File: src/rtl/serial_image_loader_handshake_defines.svh
// Assertion macros shared by the serial image loader RTL.
`ifndef SERIAL_IMAGE_LOADER_HANDSHAKE_DEFINES_SVH
`define SERIAL_IMAGE_LOADER_HANDSHAKE_DEFINES_SVH

// Same-cycle implication, checked on every clock edge outside reset.
`define SIL_ASSERT_IMPLY(label, cond, expr) \
   label: assert property (@(posedge clock) disable iff (reset) (cond) |-> (expr)) \
      else $error("implication check failed");

// Next-cycle implication, checked on every clock edge outside reset.
`define SIL_ASSERT_NEXT(label, cond, expr) \
   label: assert property (@(posedge clock) disable iff (reset) (cond) |=> (expr)) \
      else $error("next-cycle check failed");

`endif

File: src/rtl/sil_pkg.sv
// Types and constants of the serial image loader.
package sil_pkg;

   // Default capacity of the image buffer in bytes.
   localparam int unsigned SIL_BUFFER_BYTES = 131072;

   // Protocol bytes.
   localparam logic [7:0] SYNC_BYTE  = 8'h5A;
   localparam logic [7:0] TAIL_BYTE0 = 8'h55;
   localparam logic [7:0] TAIL_BYTE1 = 8'hAA;
   localparam logic [7:0] TAIL_BYTE2 = 8'h78;

   // Status codes that open a response frame.
   localparam logic [7:0] CODE_OK    = 8'h00;
   localparam logic [7:0] CODE_SYNC  = 8'h01;
   localparam logic [7:0] CODE_DATA  = 8'h02;
   localparam logic [7:0] CODE_FLASH = 8'h03;

   // Loader phase.
   typedef enum logic [1:0] {
      PH_IDLE   = 2'd0,
      PH_HEADER = 2'd1,
      PH_LOAD   = 2'd2,
      PH_BUSY   = 2'd3
   } phase_type;

   // Kind of one result transaction.
   typedef enum logic [1:0] {
      KIND_RESP  = 2'd0,
      KIND_WRITE = 2'd1,
      KIND_READY = 2'd2
   } out_kind_type;

   // Kind of a pending result group.
   typedef enum logic {
      DESC_FRAME = 1'b0,
      DESC_WRITE = 1'b1
   } desc_kind_type;

   // One group of results caused by one input transaction.
   typedef struct packed {
      desc_kind_type kind;
      logic          two_frames;
      logic [7:0]    code_a;
      logic [7:0]    code_b;
      logic [16:0]   addr;
      logic [7:0]    data;
      logic          with_ready;
   } desc_type;

   // Hand-off of a result group from the protocol core to the output stage.
   typedef struct packed {
      logic     valid;
      desc_type desc;
   } push_type;

endpackage

File: src/rtl/sil_if.sv
// Valid/ready channel interfaces for requests and results.
interface sil_req_if;
   logic       valid;
   logic       ready;
   logic       cmd;
   logic [7:0] rx_byte;
   logic       check_ok;
   logic       flash_ok;

   modport source (output valid, output cmd, output rx_byte, output check_ok,
                   output flash_ok, input ready);
   modport sink   (input valid, input cmd, input rx_byte, input check_ok,
                   input flash_ok, output ready);
endinterface

interface sil_rsp_if;
   logic        valid;
   logic        ready;
   logic [1:0]  out_kind;
   logic [16:0] write_addr;
   logic [7:0]  out_data;
   logic        last;

   modport source (output valid, output out_kind, output write_addr, output out_data,
                   output last, input ready);
   modport sink   (input valid, input out_kind, input write_addr, input out_data,
                   input last, output ready);
endinterface

File: src/rtl/sil_core.sv
// Input register, protocol state machine and result group generation.
module sil_core import sil_pkg::*; #(
   parameter int unsigned BUFFER_BYTES = SIL_BUFFER_BYTES
) (
   input  logic        clock,
   input  logic        reset,
   input  logic        csr_wr_en,
   input  logic [31:0] csr_wr_data,
   sil_req_if.sink     req_bus,
   input  logic        desc_ready,
   output push_type    desc_push
);

   localparam logic [31:0] SizeLimit = 32'(BUFFER_BYTES);

   logic        in_valid_ff;
   logic        in_cmd_ff;
   logic [7:0]  in_byte_ff;
   logic        in_check_ff;
   logic        in_flash_ff;
   logic [31:0] expected_magic_ff;
   phase_type   phase_ff, phase_in;
   logic [17:0] byte_count_ff, byte_count_in;
   logic [31:0] magic_ff, magic_in;
   logic [31:0] size_ff, size_in;

   logic        has_results;
   logic        advance;
   logic [17:0] count_inc;
   logic [31:0] size_full;
   logic        header_bad;
   logic        load_done;
   desc_type    desc;

   // Shared decode terms.
   assign count_inc  = byte_count_ff + 18'd1;
   assign size_full  = {in_byte_ff, size_ff[31:8]};
   assign header_bad = (magic_ff != expected_magic_ff) || (size_full == 32'd0) ||
                       (size_full > SizeLimit);
   assign load_done  = (32'(count_inc) == size_ff);

   // The held transaction moves on when its results, if any, have room.
   assign advance       = in_valid_ff && (!has_results || desc_ready);
   assign req_bus.ready = !in_valid_ff || advance;

   // Configuration register.
   always_ff @(posedge clock) begin
      if (reset) begin
         expected_magic_ff <= '0;
      end else if (csr_wr_en) begin
         expected_magic_ff <= csr_wr_data;
      end
   end

   // Input register.
   always_ff @(posedge clock) begin
      if (reset) begin
         in_valid_ff <= 1'b0;
      end else if (req_bus.ready) begin
         in_valid_ff <= req_bus.valid;
      end
   end

   always_ff @(posedge clock) begin
      if (req_bus.ready && req_bus.valid) begin
         in_cmd_ff   <= req_bus.cmd;
         in_byte_ff  <= req_bus.rx_byte;
         in_check_ff <= req_bus.check_ok;
         in_flash_ff <= req_bus.flash_ok;
      end
   end

   // Next protocol state.
   always_comb begin
      phase_in      = phase_ff;
      byte_count_in = byte_count_ff;
      magic_in      = magic_ff;
      size_in       = size_ff;
      if (in_cmd_ff) begin
         if (phase_ff == PH_BUSY) begin
            phase_in = PH_IDLE;
         end
      end else begin
         unique case (phase_ff)
            PH_IDLE: begin
               if (in_byte_ff == SYNC_BYTE) begin
                  byte_count_in = '0;
                  magic_in      = '0;
                  size_in       = '0;
                  phase_in      = PH_HEADER;
               end
            end
            PH_HEADER: begin
               // Header bytes arrive low byte first, so each one shifts in at the top.
               byte_count_in = count_inc;
               if (!byte_count_ff[2]) begin
                  magic_in = {in_byte_ff, magic_ff[31:8]};
               end else begin
                  size_in = size_full;
               end
               if (byte_count_ff[2:0] == 3'd7) begin
                  if (header_bad) begin
                     phase_in = PH_IDLE;
                  end else begin
                     byte_count_in = '0;
                     phase_in      = PH_LOAD;
                  end
               end
            end
            PH_LOAD: begin
               byte_count_in = count_inc;
               if (load_done) begin
                  phase_in = PH_BUSY;
               end
            end
            PH_BUSY: begin
            end
            default: begin
            end
         endcase
      end
   end

   // Result group for the held transaction.
   always_comb begin
      has_results     = 1'b0;
      desc.kind       = DESC_FRAME;
      desc.two_frames = 1'b0;
      desc.code_a     = CODE_OK;
      desc.code_b     = CODE_OK;
      desc.addr       = byte_count_ff[16:0];
      desc.data       = in_byte_ff;
      desc.with_ready = load_done;
      if (in_cmd_ff) begin
         if (phase_ff == PH_BUSY) begin
            has_results     = 1'b1;
            desc.two_frames = in_check_ff;
            desc.code_a     = in_check_ff ? CODE_OK : CODE_DATA;
            desc.code_b     = in_flash_ff ? CODE_OK : CODE_FLASH;
         end
      end else begin
         unique case (phase_ff)
            PH_IDLE: begin
               has_results = (in_byte_ff == SYNC_BYTE);
            end
            PH_HEADER: begin
               has_results = (byte_count_ff[2:0] == 3'd7);
               desc.code_a = header_bad ? CODE_SYNC : CODE_OK;
            end
            PH_LOAD: begin
               has_results = 1'b1;
               desc.kind   = DESC_WRITE;
            end
            PH_BUSY: begin
            end
            default: begin
            end
         endcase
      end
   end

   assign desc_push.valid = advance && has_results;
   assign desc_push.desc  = desc;

   // Protocol state.
   always_ff @(posedge clock) begin
      if (reset) begin
         phase_ff      <= PH_IDLE;
         byte_count_ff <= '0;
         magic_ff      <= '0;
         size_ff       <= '0;
      end else if (advance) begin
         phase_ff      <= phase_in;
         byte_count_ff <= byte_count_in;
         magic_ff      <= magic_in;
         size_ff       <= size_in;
      end
   end

endmodule

File: src/rtl/sil_result_out.sv
// Result register that expands one result group into its transactions.
module sil_result_out import sil_pkg::*; (
   input  logic     clock,
   input  logic     reset,
   input  push_type desc_push,
   output logic     desc_ready,
   sil_rsp_if.source rsp_bus
);

   logic       desc_valid_ff;
   desc_type   desc_ff;
   logic [2:0] index_ff;
   logic [2:0] last_index;
   logic       fire;
   logic       is_last;

   // A frame group has four or eight bytes; a write has one or two results.
   always_comb begin
      unique case (desc_ff.kind)
         DESC_FRAME: last_index = desc_ff.two_frames ? 3'd7 : 3'd3;
         DESC_WRITE: last_index = desc_ff.with_ready ? 3'd1 : 3'd0;
         default:    last_index = 3'd0;
      endcase
   end

   assign fire       = desc_valid_ff && rsp_bus.ready;
   assign is_last    = (index_ff == last_index);
   assign desc_ready = !desc_valid_ff || (fire && is_last);

   // Group register and position within the group.
   always_ff @(posedge clock) begin
      if (reset) begin
         desc_valid_ff <= 1'b0;
         index_ff      <= '0;
      end else if (desc_push.valid) begin
         desc_valid_ff <= 1'b1;
         index_ff      <= '0;
      end else if (fire && is_last) begin
         desc_valid_ff <= 1'b0;
      end else if (fire) begin
         index_ff <= index_ff + 3'd1;
      end
   end

   always_ff @(posedge clock) begin
      if (desc_push.valid) begin
         desc_ff <= desc_push.desc;
      end
   end

   // Result fields for the current position.
   always_comb begin
      rsp_bus.valid      = desc_valid_ff;
      rsp_bus.last       = is_last;
      rsp_bus.out_kind   = KIND_RESP;
      rsp_bus.write_addr = '0;
      rsp_bus.out_data   = '0;
      unique case (desc_ff.kind)
         DESC_FRAME: begin
            unique case (index_ff[1:0])
               2'd0:    rsp_bus.out_data = index_ff[2] ? desc_ff.code_b : desc_ff.code_a;
               2'd1:    rsp_bus.out_data = TAIL_BYTE0;
               2'd2:    rsp_bus.out_data = TAIL_BYTE1;
               default: rsp_bus.out_data = TAIL_BYTE2;
            endcase
         end
         DESC_WRITE: begin
            if (index_ff == 3'd0) begin
               rsp_bus.out_kind   = KIND_WRITE;
               rsp_bus.write_addr = desc_ff.addr;
               rsp_bus.out_data   = desc_ff.data;
            end else begin
               rsp_bus.out_kind = KIND_READY;
            end
         end
         default: begin
         end
      endcase
   end

endmodule

File: src/rtl/serial_image_loader_handshake.sv
// Serial image loader: a request is registered, decoded in one pass and its
// results are produced from a result register behind the input register.
// A request with zero or one result is accepted every cycle while results
// are taken as offered; a payload byte with the final image-ready result or
// a frame sets the rate: one result per ready cycle from the result register.
// Synchronous reset returns to idle with the expected magic cleared to zero.
`include "serial_image_loader_handshake_defines.svh"

module serial_image_loader_handshake import sil_pkg::*; #(
   parameter int unsigned BUFFER_BYTES = SIL_BUFFER_BYTES
) (
   input  logic        clock,
   input  logic        reset,
   input  logic        csr_wr_en,
   input  logic [31:0] csr_wr_data,
   sil_req_if.sink     req_bus,
   sil_rsp_if.source   rsp_bus
);

   push_type desc_push;
   logic     desc_ready;

   // Protocol core.
   sil_core #(
      .BUFFER_BYTES (BUFFER_BYTES)
   ) u_core (
      .clock       (clock),
      .reset       (reset),
      .csr_wr_en   (csr_wr_en),
      .csr_wr_data (csr_wr_data),
      .req_bus     (req_bus),
      .desc_ready  (desc_ready),
      .desc_push   (desc_push)
   );

   // Result serializer.
   sil_result_out u_result_out (
      .clock      (clock),
      .reset      (reset),
      .desc_push  (desc_push),
      .desc_ready (desc_ready),
      .rsp_bus    (rsp_bus)
   );

   // A group is only handed over when the result register has room.
   `SIL_ASSERT_IMPLY(a_push_has_room, desc_push.valid, desc_ready)
   // Image ready always closes the results of its transaction.
   `SIL_ASSERT_IMPLY(a_ready_is_last, rsp_bus.valid && rsp_bus.out_kind == KIND_READY, rsp_bus.last)
   // A buffer write that is not last is followed by image ready.
   `SIL_ASSERT_NEXT(a_write_then_ready, rsp_bus.valid && rsp_bus.ready && rsp_bus.out_kind == KIND_WRITE && !rsp_bus.last, rsp_bus.valid && rsp_bus.out_kind == KIND_READY)

endmodule
File: src/flat_wrapper.sv
// flat-port wrapper written by rule: the top's interface ports become plain ports
module serial_image_loader_handshake_flat import sil_pkg::*;
#(
   parameter int unsigned BUFFER_BYTES = SIL_BUFFER_BYTES
)
  (clock, reset, csr_wr_en, csr_wr_data, req_bus_valid, req_bus_cmd, req_bus_rx_byte, req_bus_check_ok, req_bus_flash_ok, req_bus_ready, rsp_bus_valid, rsp_bus_out_kind, rsp_bus_write_addr, rsp_bus_out_data, rsp_bus_last, rsp_bus_ready);
  sil_req_if req_bus_i ();
  sil_rsp_if rsp_bus_i ();
  input  logic clock;
  input  logic reset;
  input  logic csr_wr_en;
  input  logic [31:0] csr_wr_data;
  input wire logic [$bits(req_bus_i.valid)-1:0] req_bus_valid;
  input wire logic [$bits(req_bus_i.cmd)-1:0] req_bus_cmd;
  input wire logic [$bits(req_bus_i.rx_byte)-1:0] req_bus_rx_byte;
  input wire logic [$bits(req_bus_i.check_ok)-1:0] req_bus_check_ok;
  input wire logic [$bits(req_bus_i.flash_ok)-1:0] req_bus_flash_ok;
  output wire logic [$bits(req_bus_i.ready)-1:0] req_bus_ready;
  output wire logic [$bits(rsp_bus_i.valid)-1:0] rsp_bus_valid;
  output wire logic [$bits(rsp_bus_i.out_kind)-1:0] rsp_bus_out_kind;
  output wire logic [$bits(rsp_bus_i.write_addr)-1:0] rsp_bus_write_addr;
  output wire logic [$bits(rsp_bus_i.out_data)-1:0] rsp_bus_out_data;
  output wire logic [$bits(rsp_bus_i.last)-1:0] rsp_bus_last;
  input wire logic [$bits(rsp_bus_i.ready)-1:0] rsp_bus_ready;
  assign req_bus_i.valid = req_bus_valid;
  assign req_bus_i.cmd = req_bus_cmd;
  assign req_bus_i.rx_byte = req_bus_rx_byte;
  assign req_bus_i.check_ok = req_bus_check_ok;
  assign req_bus_i.flash_ok = req_bus_flash_ok;
  assign req_bus_ready = req_bus_i.ready;
  assign rsp_bus_valid = rsp_bus_i.valid;
  assign rsp_bus_out_kind = rsp_bus_i.out_kind;
  assign rsp_bus_write_addr = rsp_bus_i.write_addr;
  assign rsp_bus_out_data = rsp_bus_i.out_data;
  assign rsp_bus_last = rsp_bus_i.last;
  assign rsp_bus_i.ready = rsp_bus_ready;
  serial_image_loader_handshake #(.BUFFER_BYTES(BUFFER_BYTES)) u_core (.clock(clock), .reset(reset), .csr_wr_en(csr_wr_en), .csr_wr_data(csr_wr_data), .req_bus(req_bus_i), .rsp_bus(rsp_bus_i));
endmodule
File: config.mk
export PLATFORM = sky130hd
export DESIGN_NAME = serial_image_loader_handshake_flat
export DESIGN_NICKNAME = d
export VERILOG_FILES = /design/src/rtl/sil_pkg.sv /design/src/rtl/sil_if.sv /design/src/rtl/sil_core.sv /design/src/rtl/sil_result_out.sv /design/src/rtl/serial_image_loader_handshake.sv /design/src/flat_wrapper.sv
export VERILOG_INCLUDE_DIRS = /design/src /design/src/rtl
export SDC_FILE = /design/constraint.sdc
export NUM_CORES = 1
export LEC_CHECK = 0
export ABC_AREA = 1
export BUFFER_PORTS_ARGS = -buffer_cell sky130_fd_sc_hd__buf_4
export CAP_MARGIN = 20
export CORE_UTILIZATION = 60
export DETAILED_ROUTE_END_ITERATION = 10
export PLACE_DENSITY = 0.8
export SYNTH_ARGS = -nofsm -noshare
export SYNTH_HDL_FRONTEND = slang
export SYNTH_HIERARCHICAL = 1
export SYNTH_SLANG_ARGS = --single-unit
File: constraint.sdc
create_clock -name clock -period 4.2 [get_ports clock]
set_input_delay 0.84 -clock clock [delete_from_list [all_inputs] [get_ports clock]]
set_output_delay 0.84 -clock clock [all_outputs]
set_load 0.03 [all_outputs]
* Word level (Yosys, flattened, before mapping)
Cells that the tools add are included.
Widths: inputs -> output; s select.
** Storage, ports and cells
- Register bits :: 176
- Input bits :: 48
- Output and inout bits :: 30
- Word-level logic and storage cells :: 109
** Cells by class
- Add/sub/neg operators :: 2
- Order comparisons :: 1
- Equal/unequal tests :: 17
- Mux-type cells :: 39
- Bitwise logic cells :: 3
- Reductions and logical operators :: 28
** Operator list (number)
- $pmux 32 s2 :: 2
- $mux 32 :: 3
- $mux 18 :: 3
- $pmux 18 s3 :: 1
- $mux 17 :: 2
- $eq 18x32->1 :: 1
- $gt 32x18->1 const B :: 1
- $logic_not 32->1 :: 1
- $ne 32x32->1 :: 1
- $mux 8 :: 3
- $pmux 8 s3 :: 1
- $mux 2 :: 10
- $add 18x1->18 const B :: 1
- $pmux 8 s2 :: 1
- $mux 10 :: 1
- $reduce_and 5->1 :: 2
- $ne 3x3->1 const B :: 3
- $eq 8x7->1 const B :: 1
- $mux 1 :: 8
- $eq 2x2->1 const B :: 3
- $ne 2x2->1 const B :: 3
- $pmux 2 s3 :: 1
- $pmux 3 s2 :: 1
- $reduce_and 6->1 :: 1
- other kinds (19) :: 35

* Logic depth before layout (Yosys ltp)
Gate-level depths: netlist of run 1.
- Word-level depth :: 9
- Mapped depth :: 17

* Modules after synthesis
The synthesis of run 1 kept the hierarchy.
** By module, submodules not included
- sil_core :: times used 1, cells each 957, area each 6791.5 um^2, sequential area each 2672.6 um^2
- sil_result_out :: times used 1, cells each 183, area each 1996.9 um^2, sequential area each 1401.3 um^2

* Worst setup path before layout of run 1
OpenSTA, ideal clock, no wires.
- Path type :: input-to-reg
- Start :: in rsp_bus_ready
- End :: reg u_core/u_result_out/desc_ff[0] (netlist bit), enable pin
- Setup time :: 0.400 ns
- Arrival :: 2.801 ns
- Slack :: 0.999 ns
- Cell stages on the path :: 10
- Path buffers :: 2
- Cell sequence :: nand2_1 -> inv_1 -> nand4_1 -> nand2_1 -> inv_1 -> a21boi_2 -> buf_2 -> buf_4 -> nand2_1 -> inv_1
** RTL lines
- start, declared :: RTL line flat_wrapper.sv:24 : input wire logic [$bits(rsp_bus_i.ready)-1:0] rsp_bus_ready;
- end signal, assigned :: RTL line sil_result_out.sv:47 : desc_ff <= desc_push.desc;
- end, declared :: RTL line sil_result_out.sv:11 : desc_type desc_ff;

* Worst setup path in the final report of run 1
- Start :: reg u_core.u_result_out.index_ff[0]
- End :: out rsp_bus_out_data[4]
** On the way
- Longest elaborated chain between the ends :: 3
- Elaborated cells on any way between the ends :: 7
- Those cells by class :: eq/ne (2); mux (3); reduce/logical (2)
** RTL lines
- start, declared :: RTL line sil_result_out.sv:12 : logic [2:0] index_ff;
- start signal, assigned :: RTL line sil_result_out.sv:41 : index_ff <= index_ff + 3'd1;
- $eq 2x2->1 (tied with other cells) :: RTL line sil_result_out.sv:60 : unique case (index_ff[1:0])
- $pmux 8 s3 or $mux 8 (tied branches) :: RTL line sil_result_out.sv:60, sil_result_out.sv:68
- $pmux 8 s2 (*) :: RTL line sil_result_out.sv:58 : unique case (desc_ff.kind)
- end, declared :: RTL line flat_wrapper.sv:22 : output wire logic [$bits(rsp_bus_i.out_data)-1:0] rsp_bus_out_data;
Every way passes the cells marked *; elsewhere a longest branch is shown, timed or not.

==> flow_summary.json, run 1 <==
{
  "status": "finished, final reports clean",
  "cts_sinks": 176,
  "slew_viol_final": 0,
  "io_buffers": 77,
  "worst_pin_slew_ns": 0.8348,
  "p_leak_uw": 0.004144,
  "synth_top_area_share_pct": 27.56,
  "drive_above_1_share_pct": 13.10,
  "tns_ns": 0,
  "worst_setup_path_end_kind": "output pin",
  "post_cts_buffers": 0,
  "arrival_ns": 2.38,
  "first_pass_iters": 6,
  "ff2ff_setup_slack_ns": 1.44,
  "cp-start-kind": "flip-flop",
  "power.density_nw_per_um2": 354.2,
  "yosys.area.top_type": "dfxtp_1",
  "die_h_um": 123.0,
  "cts_resized": 0,
  "place_congestion": 0.8867,
  "hold_class": "flip-flop to flip-flop",
  "synth_cell_types": 47,
  "clockBufferDepth": 2,
  "core_area_um2": 14100,
  "layout-area-overhead-vs-synth_pct": 12.02,
  "cp-endpoint": "rsp_bus_out_data[4]",
  "synth_area_um2": 8788,
  "hold_viol_final": 0,
  "start_util_pct": 62.35,
  "drt-total-wl_mm": 20.20,
  "setup_viol": 0,
  "routed_via_density": 5.521,
  "track_usage_pct": 28.06,
  "fp-row-count": 43,
  "fin_crit_ns": 3.216,
  "finalCritPeriodShare_pct": 76.57,
  "hold_depth": 2,
  "antenna_found_initial": 0,
  "dieWidth_um": 123.0,
  "worst-setup-path-type": "flip-flop to output pin",
  "p_total_uw": 3486,
  "synth_async_sr_flop_share_pct": 0,
  "slew_headroom_pct": 44.35,
  "grt_pass1_wl_mm": 32.79,
  "hpwl_mm": 14.33,
  "synth.area.top_cells": "dfxtp_1, edfxtp_1, nand2_1, nor2_1, a21oi_1",
  "cts_root_buffer": "clkbuf_16",
  "maxCapViolCount": 0,
  "clock_skew_ns": 0.01219,
  "drt_iter0_drc": 593,
  "yosysMostFrequentCell": "nand2_1",
  "ys_dominant_reg_cell": "dfxtp_1",
  "grt_pass1_vias": 6770,
  "synthTopCellsByCount": "nand2_1, nor2_1, dfxtp_1",
  "cts_made_buffers": 17,
  "ant_nets": 0,
  "vdd_ir_drop_max_mv": 0.3123,
  "syn_inst": 1140,
  "cts_htree_levels": 4,
  "syn_avg_cell_area_um2": 7.709,
  "r2r_end": "u_core/u_core/size_ff[29]",
  "cts_tree": "built",
  "ios": 78,
  "critical_path.max_fanout": 18,
  "drcViolationCount": 0,
  "synth_enable_flop_cells": 55,
  "diodes": 0,
  "nNetsFinal": 1234,
  "routedWlPerCell_um": 14.73,
  "cp-startpoint": "u_core/u_result_out/index_ff[0]",
  "finish.utilization_pct": 69.84,
  "yosysSeqAreaShare_pct": 46.36,
  "clkTransAtPathRegs_ns": 0.07,
  "fmax_mhz": 311.0,
  "regToRegStartpoint": "u_core/u_result_out/index_ff[2]",
  "grt_max_degree": 75,
  "num_vias": 7569,
  "grt_remaining_overflow": 0,
  "rsz0062_at_grt": "no",
  "worstRegToRegCells": 11,
  "critPathRequiredTime_ns": 3.36,
  "cts_hold_buffers": 0,
  "ys_ff_latch": 176,
  "dieArea_um2": 15140,
  "yosys_warnings": 6,
  "fillers": 1194,
  "clk_latency_ns": 0.44
}
[worst max-delay path: stages, from the launching register on]
cell      delay (ns)
dfxtp_1         0.44
inv_1           0.14
ha_1            0.21
inv_1           0.08
nor2_1          0.06
nand2_2         0.27
clkinv_1        0.34
nand2_1         0.16
nand2_1         0.07
buf_4           0.16
[layout by cell type (no fill, tap or decap), types with 4 or more instances in the layout]
cell type	instances
a21oi_1	97
buf_4	85
clkbuf_16	17
conb_1	12
dfxtp_1	121
edfxtp_1	55
ha_1	7
inv_1	111
inv_6	6
nand2_1	239
nand2_2	8
nand3_1	53
nand3_2	6
nand3b_1	10
nand4_1	63
nor2_1	156
nor3_1	4
o21ai_0	65
o22ai_1	6
xnor2_1	13
xor2_1	9
[registers in the layout (all words and copies together) (netlist names)]
name                               cells
u_core/u_core/in_flash_ff              1
u_core/u_core/in_byte_ff               8
u_core/u_core/phase_ff                 2
u_core/u_core/in_valid_ff              1
u_core/u_core/size_ff                 32
u_core/u_result_out/desc_ff           44
u_core/u_core/magic_ff                32
u_core/u_core/expected_magic_ff       32
u_core/u_core/byte_count_ff           18
u_core/u_result_out/index_ff           3
u_core/u_core/in_check_ff              1
u_core/u_core/in_cmd_ff                1
u_core/u_result_out/rsp_bus.valid      1
[power by group]
group / switching, uW / internal [uW] / total (uW) / leakage (uW)
clock network: 696 / 836 / 1530 / 0.000277
registers: 25.5 / 1780 / 1810 / 0.00147
logic: 83.8 / 65.1 / 149 / 0.00240
[per-layer routing]
layer  GRT usage (%)  share of wire (%)  vias up
li1                -                  -     3798
met3           7.288                6.5       28
met2           44.84                 47      248
met5               0                  0        -
met4           8.057                1.5        0
met1           37.57                 45     3495
[cell families after synthesis]
kind of cell	count (synthesis)	share of synthesized area, %
flip-flops	176	46.36
AND/OR/NAND/NOR	558	28.87
buffers and inverters	194	10.41
AO/OA/AOI/OAI	181	10.99
XOR/XNOR	22	2.193
adder cells (fa/ha/maj)	8	1.139
other	1	0.04267
[worst min-delay path by stage]
stage / start / to / slack (ns)
floorplan: u_core/u_core/magic_ff[2] / u_core/u_core/magic_ff[2] / 0.44
global placement: u_core/u_core/size_ff[6] / u_core/u_core/size_ff[6] / 0.45
detailed placement: u_core/u_core/magic_ff[7] / u_core/u_core/magic_ff[7] / 0.46
CTS: u_core/u_core/magic_ff[7] / u_core/u_core/magic_ff[7] / 0.47
global route: u_core/u_core/size_ff[31] / u_core/u_core/size_ff[31] / 0.49
finish: u_core/u_core/magic_ff[7] / u_core/u_core/magic_ff[7] / 0.47
[final cells by class]
cell class | count | area, um^2 | share of cell area (%)
clock inverter | 14 | 147.6 | 1.500
clock buffer | 18 | 429.2 | 4.359
tap | 180 | 225.2 | 2.288
multi-input combinational | 781 | 3851 | 39.12
sequential | 176 | 4074 | 41.38
timing repair buffer | 87 | 685.7 | 6.965
inverter | 115 | 431.7 | 4.385
[through the flow]
stage | instances | hold slack (ns) | instance area [um^2] | worst slack [ns]
detailed placement | 1338 | 0.4605 | 9248 | 1.124
floorplan | 1151 | 0.4445 | 8830 | 0.9989
global route | 1371 | 0.4936 | 9844 | 0.7747
global placement | 1337 | 0.4531 | 9220 | 1.189
CTS | 1370 | 0.4708 | 9824 | 0.6381
finish | 1371 | 0.4708 | 9844 | 0.9842
Note: power is estimated with default switching activity, not from simulation.
==> run 2, diff against run 1 <==
==> constraint.sdc (replaced) <==
create_clock -name clock -period 3.1 [get_ports clock]
set_input_delay 0.62 -clock clock [delete_from_list [all_inputs] [get_ports clock]]
set_output_delay 0.62 -clock clock [all_outputs]
set_load 0.03 [all_outputs]
==> flow_summary.json, run 2 (synthesis gave the netlist of run 1 again) <==
{
  "dp_cells": 1339,
  "grt_pass1_vias": 6500,
  "first_pass_iters": 8,
  "slew_viol_final": 0,
  "dieArea_um2": 15140,
  "slowest_delay_ns": 0.43,
  "switchingPower_uw": 1034,
  "critical_path.max_fanout": 18,
  "ant_nets": 0,
  "num_vias": 7556,
  "setup_viol": 0,
  "cp-startpoint": "u_core/u_result_out/index_ff[0]",
  "core_area_um2": 14100,
  "worst_pin_slew_ns": 0.9160,
  "layout_commonest_cell": "nand2_1",
  "rsz0062_at_grt": "no",
  "crit_buf_inv": 4,
  "hold_viol_final": 0,
  "crit_slowest_cell": "dfxtp_1",
  "cts_root_buffer": "clkbuf_16",
  "power.density_nw_per_um2": 484.3,
  "critPathTopFamily": "buffers and inverters",
  "drcViolationCount": 0,
  "regToRegStartpoint": "u_core/u_core/in_byte_ff[0]",
  "drive_above_1_share_pct": 13.26,
  "p_int_uw": 3733,
  "fp-row-count": 43,
  "diodes": 0,
  "sw_frac_of_total_pct": 21.69,
  "p_total_uw": 4767,
  "clk_latency_ns": 0.43,
  "cts_sinks": 176,
  "hpwl_mm": 14.01,
  "io_buffers": 77,
  "start_util_pct": 62.35,
  "r2r_end": "u_core/u_core/size_ff[28]",
  "crit_chain": "inv_1, ha_1, inv_1, nor2_1, nand2_2, clkinvlp_4, nand2_1, nand2_1, buf_4",
  "cts_tree": "built",
  "hold_depth": 1,
  "drt-total-wl_mm": 20.21,
  "worst-setup-path-type": "flip-flop to output pin",
  "grt_remaining_overflow": 0,
  "layout-area-overhead-vs-synth_pct": 12.00,
  "tns_ns": 0,
  "largest_reg_flops": 44,
  "ios": 78,
  "routed_via_density": 5.507,
  "cp-start-kind": "flip-flop",
  "status": "finished, final reports clean",
  "track_usage_pct": 27.36,
  "largest-register": "u_core/u_result_out/desc_ff",
  "clkTransAtPathRegs_ns": 0.07,
  "slew_headroom_pct": 38.87,
  "nNetsFinal": 1235,
  "seq_power_share_pct": 51.3,
  "fin_cells": 1372,
  "routedWlPerCell_um": 14.73,
  "vdd_ir_drop_max_mv": 0.3789,
  "cp-endpoint": "rsp_bus_out_data[0]",
  "finalCritPeriodShare_pct": 94.11,
  "hold_ws_ns": 0.3692,
  "cts_made_buffers": 17,
  "grt_max_degree": 75,
  "hold_class": "input port to flip-flop",
  "grt_pass1_wl_mm": 31.86,
  "maxCapViolCount": 0,
  "dieWidth_um": 123.0,
  "worst_setup_path_end_kind": "output pin",
  "p_leak_uw": 0.004147,
  "die_h_um": 123.0,
  "clockBufferDepth": 2,
  "finish.utilization_pct": 69.83,
  "clockPowerShare_pct": 44.5,
  "antenna_found_initial": 0,
  "clock_skew_ns": 0.008203,
  "ff2ff_setup_slack_ns": 0.26,
  "drt_iter0_drc": 729,
  "cts_htree_levels": 4,
  "critPathRequiredTime_ns": 2.48,
  "most-common-layout-cells": "nand2_1, nor2_1, dfxtp_1",
  "fin_crit_ns": 2.917,
  "cts_hold_buffers": 0,
  "arrival_ns": 2.30,
  "worstRegToRegCells": 8,
  "place_congestion": 0.9662,
  "path_depth": 9,
  "pwr-share-comb_pct": 4.2,
  "fmax_mhz": 342.8
}
-- run 2: changes by cell type in the layout (fill, tap and decap cells not counted), moves of 2 or more --
| cell | change |
|---|---|
| buf_4 | +2 |
| clkinv_4 | -2 |
| inv_6 | -2 |
| clkbuf_16 | +2 |
-- run 2: routing by layer --
| metal | up-vias | track usage [%] | routed length [um] |
|---|---|---|---|
| met3 | 33 | 4.197 | 1322 |
| met4 | 0 | 10.09 | 349 |
| met2 | 302 | 43.89 | 9410 |
| met5 | - | 0 | 0 |
| li1 | 3805 | - | - |
| met1 | 3416 | 37.51 | 9124 |
-- run 2: power by group through the flow --
stage | Sequential, uW | Clock, uW | Combinational (uW)
2_1_floorplan | 2480 | 0 | 133
3_3_place_gp | 2490 | 0 | 196
3_5_place_dp | 2490 | 0 | 198
4_1_cts | 2440 | 2150 | 200
5_1_grt | 2450 | 2240 | 227
6_report | 2440 | 2120 | 202
-- run 2: worst min-delay path by stage --
| stage | from | to | slack (ns) |
|---|---|---|---|
| after detailed placement | u_core/u_core/size_ff[3] | u_core/u_core/size_ff[3] | 0.46 |
| final | req_bus_rx_byte[6] | u_core/u_core/in_byte_ff[6] | 0.37 |
| after global placement | u_core/u_core/size_ff[3] | u_core/u_core/size_ff[3] | 0.45 |
| after global routing | req_bus_rx_byte[4] | u_core/u_core/in_byte_ff[4] | 0.36 |
| after floorplan | u_core/u_core/magic_ff[2] | u_core/u_core/magic_ff[2] | 0.44 |
| after CTS | req_bus_rx_byte[6] | u_core/u_core/in_byte_ff[6] | 0.36 |
-- run 2: worst register-to-register path, stage by stage, from the launching register on --
cell and delay (ns):
edfxtp_1 0.45, nor3_2 0.21, nand4_1 0.17, nand2_1 0.14, nand2_2 0.15, nor3_4 0.57, nand2_2 0.54, o21ai_0 0.43
a21oi_1 0.06
-- run 2: per-stage QoR --
stage	setup WS, ns	area (um^2)
2_1_floorplan	0.08227	8830
3_3_place_gp	0.2403	9235
3_5_place_dp	0.1428	9235
4_1_cts	0.09376	9829
5_1_grt	0.008324	9843
6_report	0.1827	9843
-- run 2: final cells by class --
cell class / instances / area, um^2
Clock buffer: 22 / 498.0
Multi-Input combinational cell: 782 / 3861
Timing Repair Buffer: 87 / 653.1
Inverter: 115 / 435.4
Fill cell: 1163 / 4253
Sequential cell: 176 / 4074
Tap cell: 180 / 225.2
Clock inverter: 10 / 96.34
-- run 2: what timing repair did --
action                                  in CTS  in global routing
buffers inserted                             0                  0
resized for setup                            0                  1
endpoints found under the hold margin        0                  0
endpoints found under the setup margin       0                 40
==> run 3, diff against run 2 <==
--- a/config.mk
+++ b/config.mk
@@ -11,7 +11,7 @@
 export CAP_MARGIN = 20
 export CORE_UTILIZATION = 60
 export DETAILED_ROUTE_END_ITERATION = 10
-export PLACE_DENSITY = 0.8
+export PLACE_DENSITY = 0.81
 export SYNTH_ARGS = -nofsm -noshare
 export SYNTH_HDL_FRONTEND = slang
 export SYNTH_HIERARCHICAL = 1
==> flow_summary.json, run 3 (synthesis gave the netlist of run 1 again) <==
{
  "status": "finished, final reports clean",
  "power.density_nw_per_um2": 467.9,
  "slew_headroom_pct": 43.42,
  "vdd_ir_drop_max_mv": 0.3818,
  "cts_made_buffers": 17,
  "layout_setup_ws_ns": 0.2258,
  "pre_cts_ws_ns": 0.09081,
  "most-common-layout-cells": "nand2_1, nor2_1, dfxtp_1",
  "clkTransAtPathRegs_ns": 0.06,
  "worstRegToRegCells": 8,
  "crit_slowest_cell": "dfxtp_1",
  "setup_viol": 0,
  "ff2ff_setup_slack_ns": 0.33,
  "arrival_ns": 2.25,
  "io_buffers": 77,
  "ant_nets": 0,
  "dieWidth_um": 123.0,
  "seq_power_share_pct": 53.4,
  "post_cts_buffers": 0,
  "largest_reg_flops": 44,
  "drt_iter0_drc": 671,
  "clockBufferDepth": 2,
  "fmax_mhz": 347.9,
  "grt_remaining_overflow": 0,
  "track_usage_pct": 27.48,
  "gr-usage-met3_pct": 4.428,
  "nNetsFinal": 1234,
  "slowest_delay_ns": 0.44,
  "cts_root_buffer": "clkbuf_16",
  "start_util_pct": 62.35,
  "grt_pass1_vias": 6645,
  "hold_path_startpoint": "req_bus_rx_byte[3]",
  "tns_ns": 0,
  "cts_sinks": 176,
  "cts_tree": "built",
  "grt_pass1_wl_mm": 31.97,
  "grt_busiest_layer": "met2",
  "met1_usage_pct": 37.54,
  "die_h_um": 123.0,
  "place_congestion": 0.9125,
  "first_pass_iters": 5,
  "critical_path.max_fanout": 18,
  "pwr-share-comb_pct": 4.3,
  "drive_above_1_share_pct": 12.76,
  "clock_skew_ns": 0.007734,
  "num_vias": 7521,
  "r2r_end": "u_core/u_core/size_ff[31]",
  "hold_depth": 1,
  "crit_chain": "inv_1, ha_1, inv_1, nor2_1, nand2_2, clkinv_1, nand2_1, nand2_1, buf_4",
  "antenna_found_initial": 0,
  "grt_max_degree": 75,
  "critPathTopFamily": "buffers and inverters",
  "crit_buf_inv": 4,
  "clockPowerShare_pct": 42.3,
  "critPathRequiredTime_ns": 2.48,
  "routedWlPerCell_um": 14.58,
  "worst_pin_slew_ns": 0.8441,
  "fp-row-count": 43,
  "fin_crit_ns": 2.874,
  "switchingPower_uw": 991.5,
  "cts_hold_buffers": 0,
  "largest-register": "u_core/u_result_out/desc_ff",
  "maxCapViolCount": 0,
  "finalCritPeriodShare_pct": 92.72,
  "cts_resized": 0,
  "core_area_um2": 14100,
  "layout-area-overhead-vs-synth_pct": 11.38,
  "fillers": 1175,
  "routed_via_density": 5.486,
  "layout_commonest_cell": "nand2_1",
  "p_int_uw": 3589,
  "diodes": 0,
  "clk_latency_ns": 0.43,
  "hold_class": "input port to flip-flop",
  "worst-setup-path-type": "flip-flop to output pin",
  "slew_viol_final": 0,
  "worst_setup_path_end_kind": "output pin",
  "ios": 78,
  "drcViolationCount": 0,
  "regToRegStartpoint": "u_core/u_core/in_byte_ff[0]",
  "sw_frac_of_total_pct": 21.65,
  "hpwl_mm": 14.14,
  "cp-start-kind": "flip-flop",
  "min_to": "u_core/u_core/in_byte_ff[3]",
  "p_leak_uw": 0.004119,
  "dieArea_um2": 15140,
  "drt-total-wl_mm": 19.99,
  "cts_htree_levels": 4,
  "rsz0062_at_grt": "no",
  "hold_viol_final": 0,
  "met2_usage_pct": 44.28
}
==> run 3: final cells by class <==
class / instances / area [um^2] / area share, %
sequential: 176 / 4074 / 41.62
multi-input combinational: 782 / 3861 / 39.45
timing repair buffer: 86 / 658.1 / 6.724
clock buffer: 24 / 481.7 / 4.921
inverter: 115 / 431.7 / 4.410
tap: 180 / 225.2 / 2.301
clock inverter: 8 / 56.30 / 0.5752
==> run 3: worst max-delay path by stage <==
stage                     cells past startpoint                             end                            start
final                                         9             rsp_bus_out_data[0]  u_core/u_result_out/index_ff[0]
after global routing                          9             rsp_bus_out_data[3]  u_core/u_result_out/index_ff[0]
after CTS                                     7       u_core/u_core/size_ff[28]        u_core/u_core/phase_ff[1]
after detailed placement                      7       u_core/u_core/size_ff[31]        u_core/u_core/phase_ff[1]
after global placement                        7       u_core/u_core/size_ff[30]        u_core/u_core/phase_ff[1]
after floorplan                              12  u_core/u_result_out/desc_ff[0]        u_core/u_core/phase_ff[1]
==> run 3: worst register-to-register path, cell delays in order (launching register included) <==
cell and delay [ns]:
edfxtp_1 0.43, nor3_2 0.20, nand4_1 0.14, nand2_1 0.13, nand2_2 0.16, nor3_4 0.60, nand2_2 0.54, o21ai_0 0.38
a21oi_1 0.07
==> run 3: power groups by stage <==
stage          Clock, uW  Combinational, uW  Sequential, uW
3_5_place_dp           0                194            2500
6_report            1940                197            2450
5_1_grt             2050                222            2450
2_1_floorplan          0                133            2480
3_3_place_gp           0                192            2490
4_1_cts             1970                196            2450
==> run 3: routing by layer <==
layer	share of wire, %	wire, um	vias to the layer above
met4	1.7	347	0
li1	-	-	3798
met5	0	0	-
met1	45	8960	3432
met2	47	9336	266
met3	6.7	1341	25
==> run 3: metrics by stage <==
| step | total power [uW] | cell area (um^2) | hold WS [ns] | util (%) | std cells |
|---|---|---|---|---|---|
| after CTS | 4608 | 9778 | 0.3556 | 69.37 | 1370 |
| after global placement | 2685 | 9240 | 0.4545 | 65.55 | 1338 |
| final | 4580 | 9788 | 0.3696 | 69.44 | 1371 |
| after detailed placement | 2690 | 9240 | 0.4586 | 65.55 | 1338 |
| after floorplan | 2617 | 8830 | 0.4445 | - | 1151 |
| after global routing | 4721 | 9788 | 0.3540 | 69.44 | 1371 |
